**src/hdl/bdr_pkg.sv**
```systemverilog
// Shared constants, types and tables for the button debounce / repeat core.
// No dependencies; used by every module in hdl/.
package bdr_pkg;

  localparam int NUM_BUTTONS = 3;
  localparam int NUM_PAIRS   = 3;
  localparam int CNT_W       = 8;
  localparam int BTN_IDX_W   = $clog2(NUM_BUTTONS);

  // Configuration register indexes
  localparam int CFG_ADDR_W = 1;
  localparam logic [CFG_ADDR_W-1:0] CFG_DEBOUNCE_COUNT = 1'd0;
  localparam logic [CFG_ADDR_W-1:0] CFG_HOLD_DELAY     = 1'd1;

  // Register reset values
  localparam logic [CNT_W-1:0] DEBOUNCE_COUNT_RST = 8'd4;
  localparam logic [CNT_W-1:0] HOLD_DELAY_RST     = 8'd50;

  // Pair members: AB, BC, AC
  localparam logic [BTN_IDX_W-1:0] PAIR_FIRST  [NUM_PAIRS] = '{2'd0, 2'd1, 2'd0};
  localparam logic [BTN_IDX_W-1:0] PAIR_SECOND [NUM_PAIRS] = '{2'd1, 2'd2, 2'd2};

  // Events produced for one poll tick
  typedef struct packed {
    logic [NUM_PAIRS-1:0]   combo;  // ab, bc, ac from bit 0 up
    logic [NUM_BUTTONS-1:0] press;  // a, b, c from bit 0 up
  } bdr_event_t;

endpackage

```
**src/hdl/bdr_debounce.sv**
```systemverilog
// Counter debouncer for one button; raw_pressed is high while pressed.
// Depends on bdr_pkg for the counter width.
module bdr_debounce (
  input  logic                      clk,
  input  logic                      rst_n,
  input  logic                      en,
  input  logic                      raw_pressed,
  input  logic [bdr_pkg::CNT_W-1:0] debounce_count,
  output logic                      held_r,
  output logic                      held_nxt
);

  logic [bdr_pkg::CNT_W-1:0] bounce_r;
  logic [bdr_pkg::CNT_W-1:0] bounce_nxt;
  logic [bdr_pkg::CNT_W:0]   bounce_inc;

  // Count differing ticks, flip the stable level when the count is reached
  always_comb begin
    bounce_inc = {1'b0, bounce_r} + {{bdr_pkg::CNT_W{1'b0}}, 1'b1};
    held_nxt   = held_r;
    bounce_nxt = '0;
    if (raw_pressed != held_r) begin
      if (bounce_inc >= {1'b0, debounce_count}) begin
        held_nxt = ~held_r;
      end else begin
        bounce_nxt = bounce_inc[bdr_pkg::CNT_W-1:0];
      end
    end
  end

  // Advance only on a tick
  always_ff @(posedge clk) begin
    if (!rst_n) begin
      held_r   <= 1'b0;
      bounce_r <= '0;
    end else if (en) begin
      held_r   <= held_nxt;
      bounce_r <= bounce_nxt;
    end
  end

endmodule

```
**src/hdl/bdr_hold.sv**
```systemverilog
// Press pulse / hold repeat for each button and single-shot pair combos.
// Depends on bdr_pkg for widths, pair tables and the event struct.
module bdr_hold (
  input  logic                            clk,
  input  logic                            rst_n,
  input  logic                            en,
  input  logic [bdr_pkg::NUM_BUTTONS-1:0] held,
  input  logic [bdr_pkg::CNT_W-1:0]       hold_delay,
  output bdr_pkg::bdr_event_t             ev
);

  logic [bdr_pkg::CNT_W-1:0] hold_r   [bdr_pkg::NUM_BUTTONS];
  logic [bdr_pkg::CNT_W-1:0] hold_nxt [bdr_pkg::NUM_BUTTONS];
  logic [bdr_pkg::NUM_PAIRS-1:0] pair_on_r;
  logic [bdr_pkg::NUM_PAIRS-1:0] pair_on_nxt;
  logic [bdr_pkg::NUM_PAIRS-1:0] pair_both;
  logic [bdr_pkg::NUM_BUTTONS-1:0] press_ev;
  logic [bdr_pkg::NUM_PAIRS-1:0]   combo_ev;

  // Single buttons: pulse on first held tick, mute until the delay, then hold
  always_comb begin
    for (int i = 0; i < bdr_pkg::NUM_BUTTONS; i++) begin
      hold_nxt[i] = '0;
      press_ev[i] = 1'b0;
      if (held[i]) begin
        hold_nxt[i] = hold_r[i];
        if (hold_r[i] == '0) begin
          hold_nxt[i] = {{(bdr_pkg::CNT_W-1){1'b0}}, 1'b1};
          press_ev[i] = 1'b1;
        end else if (hold_r[i] < hold_delay) begin
          hold_nxt[i] = hold_r[i] + {{(bdr_pkg::CNT_W-1){1'b0}}, 1'b1};
        end else begin
          press_ev[i] = 1'b1;
        end
      end
    end
  end

  // Pairs: one pulse when both are held, rearm on release
  always_comb begin
    for (int p = 0; p < bdr_pkg::NUM_PAIRS; p++) begin
      pair_both[p]   = held[bdr_pkg::PAIR_FIRST[p]] & held[bdr_pkg::PAIR_SECOND[p]];
      pair_on_nxt[p] = pair_both[p];
      combo_ev[p]    = pair_both[p] & ~pair_on_r[p];
    end
  end

  assign ev = {combo_ev, press_ev};

  always_ff @(posedge clk) begin
    if (!rst_n) begin
      for (int i = 0; i < bdr_pkg::NUM_BUTTONS; i++) begin
        hold_r[i] <= '0;
      end
      pair_on_r <= '0;
    end else if (en) begin
      for (int i = 0; i < bdr_pkg::NUM_BUTTONS; i++) begin
        hold_r[i] <= hold_nxt[i];
      end
      pair_on_r <= pair_on_nxt;
    end
  end

endmodule

```
**src/hdl/button_debounce_repeat_core.sv**
```systemverilog
// Button debounce / repeat core. A tick passes from the input register through
// the event logic into the output register.
// Throughput: one poll tick per cycle, limited only by the output handshake.
// Reset (synchronous, rst_n low): buttons released, all counters zero,
// debounce_count = 4, hold_delay = 50, both pipeline registers empty.
// Uses bdr_pkg, bdr_debounce and bdr_hold.
module button_debounce_repeat_core (
  input  logic       clk,
  input  logic       rst_n,
  input  logic       in_tvalid,
  output logic       in_tready,
  input  logic [7:0] in_tdata,   // [0] pin_a, [1] pin_b, [2] pin_c, [7:3] zero
  output logic       out_tvalid,
  input  logic       out_tready,
  output logic [7:0] out_tdata,  // [0] press_a, [1] press_b, [2] press_c,
                                 // [3] combo_ab, [4] combo_bc, [5] combo_ac, [7:6] zero
  input  logic                                cfg_we,
  input  logic [bdr_pkg::CFG_ADDR_W-1:0]      cfg_addr,
  input  logic [bdr_pkg::CNT_W-1:0]           cfg_wdata
);

  logic [bdr_pkg::CNT_W-1:0]       debounce_count_r;
  logic [bdr_pkg::CNT_W-1:0]       hold_delay_r;
  logic                            s1_valid_r;
  logic [bdr_pkg::NUM_BUTTONS-1:0] s1_pins_r;
  logic                            out_valid_r;
  bdr_pkg::bdr_event_t             out_ev_r;
  logic                            advance;
  logic [bdr_pkg::NUM_BUTTONS-1:0] held_r;
  logic [bdr_pkg::NUM_BUTTONS-1:0] held_nxt;
  bdr_pkg::bdr_event_t             ev;

  // Configuration writes
  always_ff @(posedge clk) begin
    if (!rst_n) begin
      debounce_count_r <= bdr_pkg::DEBOUNCE_COUNT_RST;
      hold_delay_r     <= bdr_pkg::HOLD_DELAY_RST;
    end else if (cfg_we) begin
      unique case (cfg_addr)
        bdr_pkg::CFG_DEBOUNCE_COUNT: debounce_count_r <= cfg_wdata;
        bdr_pkg::CFG_HOLD_DELAY:     hold_delay_r     <= cfg_wdata;
        default: ;
      endcase
    end
  end

  // Move a tick from the input register to the output register when there is room
  assign advance   = s1_valid_r & (~out_valid_r | out_tready);
  assign in_tready = ~s1_valid_r | advance;

  always_ff @(posedge clk) begin
    if (!rst_n) begin
      s1_valid_r <= 1'b0;
    end else if (in_tready) begin
      s1_valid_r <= in_tvalid;
    end
  end

  always_ff @(posedge clk) begin
    if (in_tvalid && in_tready) begin
      s1_pins_r <= in_tdata[bdr_pkg::NUM_BUTTONS-1:0];
    end
  end

  // Debounce each button; pins are active low
  for (genvar g = 0; g < bdr_pkg::NUM_BUTTONS; g++) begin : g_btn
    bdr_debounce u_debounce (
      .clk            (clk),
      .rst_n          (rst_n),
      .en             (advance),
      .raw_pressed    (~s1_pins_r[g]),
      .debounce_count (debounce_count_r),
      .held_r         (held_r[g]),
      .held_nxt       (held_nxt[g])
    );
  end

  bdr_hold u_hold (
    .clk        (clk),
    .rst_n      (rst_n),
    .en         (advance),
    .held       (held_nxt),
    .hold_delay (hold_delay_r),
    .ev         (ev)
  );

  // Output register: load on advance, drop on transaction
  always_ff @(posedge clk) begin
    if (!rst_n) begin
      out_valid_r <= 1'b0;
    end else if (advance) begin
      out_valid_r <= 1'b1;
    end else if (out_tready) begin
      out_valid_r <= 1'b0;
    end
  end

  always_ff @(posedge clk) begin
    if (advance) begin
      out_ev_r <= ev;
    end
  end

  assign out_tvalid = out_valid_r;
  assign out_tdata  = {2'b00, out_ev_r.combo, out_ev_r.press};

`ifndef SYNTH
  // Reset leaves buttons released and the output empty
  a_reset_clear: assert property (@(posedge clk)
    !rst_n |=> (held_r == '0) && !out_tvalid)
    else $error("state not cleared by reset");

  // Debounce state only moves when a tick advances
  a_state_frozen: assert property (@(posedge clk) disable iff (!rst_n)
    !advance |=> $stable(held_r))
    else $error("debounce state changed without a tick");

  // An empty output register never stalls the input side
  a_no_false_stall: assert property (@(posedge clk) disable iff (!rst_n)
    !out_valid_r |-> in_tready)
    else $error("input stalled with empty output register");
`endif

endmodule
```
**config.mk**
```make
export PLATFORM = sky130hd
export DESIGN_NAME = button_debounce_repeat_core
export DESIGN_NICKNAME = d
export VERILOG_FILES = /design/src/hdl/bdr_pkg.sv /design/src/hdl/bdr_debounce.sv /design/src/hdl/bdr_hold.sv /design/src/hdl/button_debounce_repeat_core.sv
export SDC_FILE = /design/constraint.sdc
export NUM_CORES = 1
export LEC_CHECK = 0
export BUFFER_PORTS_ARGS = -buffer_cell sky130_fd_sc_hd__buf_2
export CAP_MARGIN = 20
export CORE_AREA = 2 2 88 90
export CTS_CLUSTER_SIZE = 40
export DETAILED_ROUTE_END_ITERATION = 12
export DIE_AREA = 0 0 90 92
export PLACE_DENSITY = 0.88
export SLEW_MARGIN = 10
export SYNTH_ARGS = -nofsm -noshare
export SYNTH_HDL_FRONTEND = slang
export SYNTH_SLANG_ARGS = --single-unit
```
**constraint.sdc**
```tcl
create_clock -name clk -period 10.6 [get_ports clk]
set_clock_uncertainty 0.1 [all_clocks]
set_input_delay 1.59 -clock clk [delete_from_list [all_inputs] [get_ports clk]]
set_output_delay 1.59 -clock clk [all_outputs]
set_load 0.01 [all_outputs]
```
==> flow_metrics.py <==
metrics = {
    "timing": {
        "fin_crit_ps": 4250,
        "slew_headroom": 0.343,
        "max_freq_ghz": 0.235,
        "rsz0062_at_grt": "false",
        "slew_viol_final": 0,
        "final-setup-viol-count": 0,
        "fin_crit_sh": 0.401,
        "worstMarginPinSlew_ps": 985,
        "tns_ps": 0,
        "hold_violations": 0,
    },
    "clocking": {
        "cts_max_path_buffers": 2,
        "cts_tree": "done",
        "cts_root_buf": "clkbuf_8",
        "cts-htree-levels": 3,
        "clkSinkCount": 81,
        "cts.clk_slew.worst_paths_ps": 80,
        "cts_resized": 0,
        "cts_setup_buffers": 0,
        "insertion_delay_ps": 360,
        "cts_made_buffers": 9,
        "ctsHoldBuffers": 0,
    },
    "synth": {
        "ys_top_cells_by_area": "edfxtp_1 21%, dfxtp_1 20%, ha_1 14%",
        "synthMuxAreaShare": 0.00738,
        "yosysSeqAreaShare": 0.411,
        "synth_common_cells": "60 x nand2_1, 54 x ha_1, 48 x dfxtp_1, 33 x edfxtp_1, 32 x nand3_1",
        "yosysTopAreaCellShare": 0.209,
        "synth_cell_types": 52,
        "synth_compound_area_frac": 0.139,
        "postSynth.asyncResetShare": 0,
        "ys.flop_type": "dfxtp_1",
        "synth-simple-area-share": 0.191,
        "synth_edf_count": 33,
        "ys_warn_count": 0,
        "synth_top_family_by_area": "simple AND/OR/NAND/NOR gates",
        "yosys.cell_count.top_type": "nand2_1",
        "synth_area_um2": 4740,
        "syn_inst": 503,
        "synth_area_leader_cell": "edfxtp_1",
        "synth_seq_cells": 81,
        "synthAdderAreaFrac": 0.142,
        "yosys.area_share.xor_xnor": 0.0720,
        "syn-mean-instance-area_um2": 9.43,
    },
    "finish": {
        "drive_gt1_frac": 0.0919,
        "nFillCells": 576,
        "syn_to_final_growth_pct": 9.89,
        "stdcell_count": 635,
        "fin_nets": 604,
        "n_antenna_cell": 0,
    },
    "floorplanning": {
        "die_h_um": 92,
        "num_rows": 32,
        "dieArea_um2": 8280,
        "core_area_um2": 7450,
        "start_util": 0.637,
        "num_io_pins": 32,
        "dieWidth_um": 90,
    },
    "global_route": {
        "met2_usage": 0.471,
        "grt_pass1_wl_um": 17800,
        "grt_usage": 0.269,
        "busiest_layer": "met2",
        "grt_pass1_vias": 3816,
        "grt_max_degree": 23,
        "grt_use_met3": 0.0411,
        "antenna_found_initial": 0,
        "grt_overflow": 0,
        "use_met1": 0.324,
    },
    "run": {
        "cap_violations": 0,
    },
    "placed_design": {
        "dp_hpwl_um": 7750,
        "dp.cells": 619,
        "place_congestion": 0.885,
        "io_buffers": 24,
    },
    "routing": {
        "wirelength_um": 10600,
        "wl_per_cell_um": 16.7,
        "viasPerCell": 5.95,
        "vias": 3781,
        "drc": 0,
        "drt-initial-drc-count": 419,
        "drt_pass1_iterations": 5,
        "ant_nets": 0,
    },
    "worst_hold_path": {
        "hold_path_class": "reg -> reg",
    },
    "worst_setup_path": {
        "critPathKind": "reg -> reg",
        "cp.required_ps": 10500,
        "worst_setup_path_start_kind": "register",
        "cp-end-kind": "register",
        "cp.arrival_ps": 4150,
        "crit_fanout": 8,
    },
    "status": {
        "status": "completed",
    },
    "power_and_ir_drop": {
        "ir_worst_vdd_v": 0.0000949,
        "leakagePower_nw": 2.26,
        "powerDensity_nw_per_um2": 136,
    },
}
-- critical path, cell delays in order, from the launching register on --
cell and delay [ps]:
dfxtp_1 430, nand3_1 120, nor2_1 210, nand3_1 130, xnor2_1 330, ha_1 320
and3_1 210, a221o_1 320, a211oi_2 380, mux2i_1 520, nor3b_1 120, a21oi_1 680
-- path summary, 6_finish.rpt --
kind / startpoint / endpoint / slack (ps) / cells after the start
max reg2reg: g_btn[0].u_debounce.bounce_r[2]$_SDFFE_PN0P_ / u_hold.hold_r[0][2]$_SDFFCE_PP0P_ / 6350 / 11
min: u_hold.pair_on_r[2]$_SDFFE_PN0P_ / u_hold.pair_on_r[2]$_SDFFE_PN0P_ / 360 / 2
max: g_btn[0].u_debounce.bounce_r[2]$_SDFFE_PN0P_ / u_hold.hold_r[0][2]$_SDFFCE_PP0P_ / 6350 / 11
min reg2reg: u_hold.pair_on_r[2]$_SDFFE_PN0P_ / u_hold.pair_on_r[2]$_SDFFE_PN0P_ / 360 / 2
-- per-layer routing --
| layer | vias up | wire length (µm) |
|---|---|---|
| met3 | 28 | 524 |
| met1 | 1798 | 4550 |
| met5 | - | 0 |
| met2 | 107 | 5210 |
| li1 | 1848 | - |
| met4 | 0 | 346 |
-- per-stage QoR --
step	hold slack (ps)	power (mW)	instance area (µm²)	util	worst slack, ps
floorplan	327	0.401	4750	-	7050
global placement	338	0.419	4950	0.665	6600
detailed placement	341	0.424	4950	0.665	6500
CTS	363	0.710	5210	0.700	6430
global route	387	0.732	5210	0.700	6090
finish	363	0.711	5210	0.700	6350
-- placed cells by master, fill, tap and decap left out, types with 2 or more instances in the layout --
cell type / synthesis / layout
or3_1: 4 / 4
a211oi_1: 5 / 5
xor2_1: 24 / 24
nand4_1: 3 / 3
clkbuf_8: 0 / 10
edfxtp_1: 33 / 33
and3_1: 11 / 11
buf_2: 4 / 24
o21ai_1: 2 / 2
o21a_1: 2 / 2
buf_4: 2 / 2
a22o_1: 8 / 8
a31oi_1: 4 / 4
o31ai_1: 2 / 2
nor3_1: 14 / 14
a21o_1: 13 / 13
a211o_1: 2 / 2
o21ai_0: 17 / 17
nand2_1: 60 / 60
nor4b_1: 3 / 3
nor2_1: 27 / 26
dfxtp_1: 48 / 48
bufinv_16: 0 / 3
ha_1: 54 / 54
xnor2_1: 15 / 15
nand3_1: 32 / 32
nor3b_1: 4 / 4
and2_1: 7 / 7
o211ai_1: 4 / 4
inv_1: 29 / 29
nor4_1: 3 / 3
conb_1: 1 / 2
nand2b_1: 9 / 9
a21oi_1: 29 / 29
o2111a_1: 2 / 2
nor2b_1: 2 / 2
-- kinds of logic (layout without fill, tap and decap cells) --
group,Yosys count,in the layout
adders and majority gates,54,54
other,1,2
and+or+nand+nor,184,184
xor gates and xnor gates,39,39
AOI/OAI and AO/OA,99,99
muxes,3,3
DFF,81,81
buffers and inverters,42,71
-- power by group --
part           internal [mW]  switching, mW
Sequential             0.336         0.0120
Combinational         0.0272         0.0437
Clock                  0.176          0.116
-- sequential cells by signal (all words and copies together) (netlist names) --
signal,cells
g_btn.u_debounce.bounce_r,24
u_hold.hold_r,24
debounce_count_r,8
hold_delay_r,8
out_tdata,6
g_btn.u_debounce.held_r,3
s1_pins_r,3
u_hold.pair_on_r,3
out_tvalid,1
s1_valid_r,1
-- layout make-up --
class                      instances  area [µm²]  area share
timing repair buffer              26         135      0.0259
tap                              102         128      0.0245
inverter                          29         109      0.0209
multi-input combinational        381        2630       0.504
clock inverter                     5        98.8      0.0190
sequential                        81        1950       0.374
clock buffer                      11         163      0.0312
(Power assumes the default switching activity.)
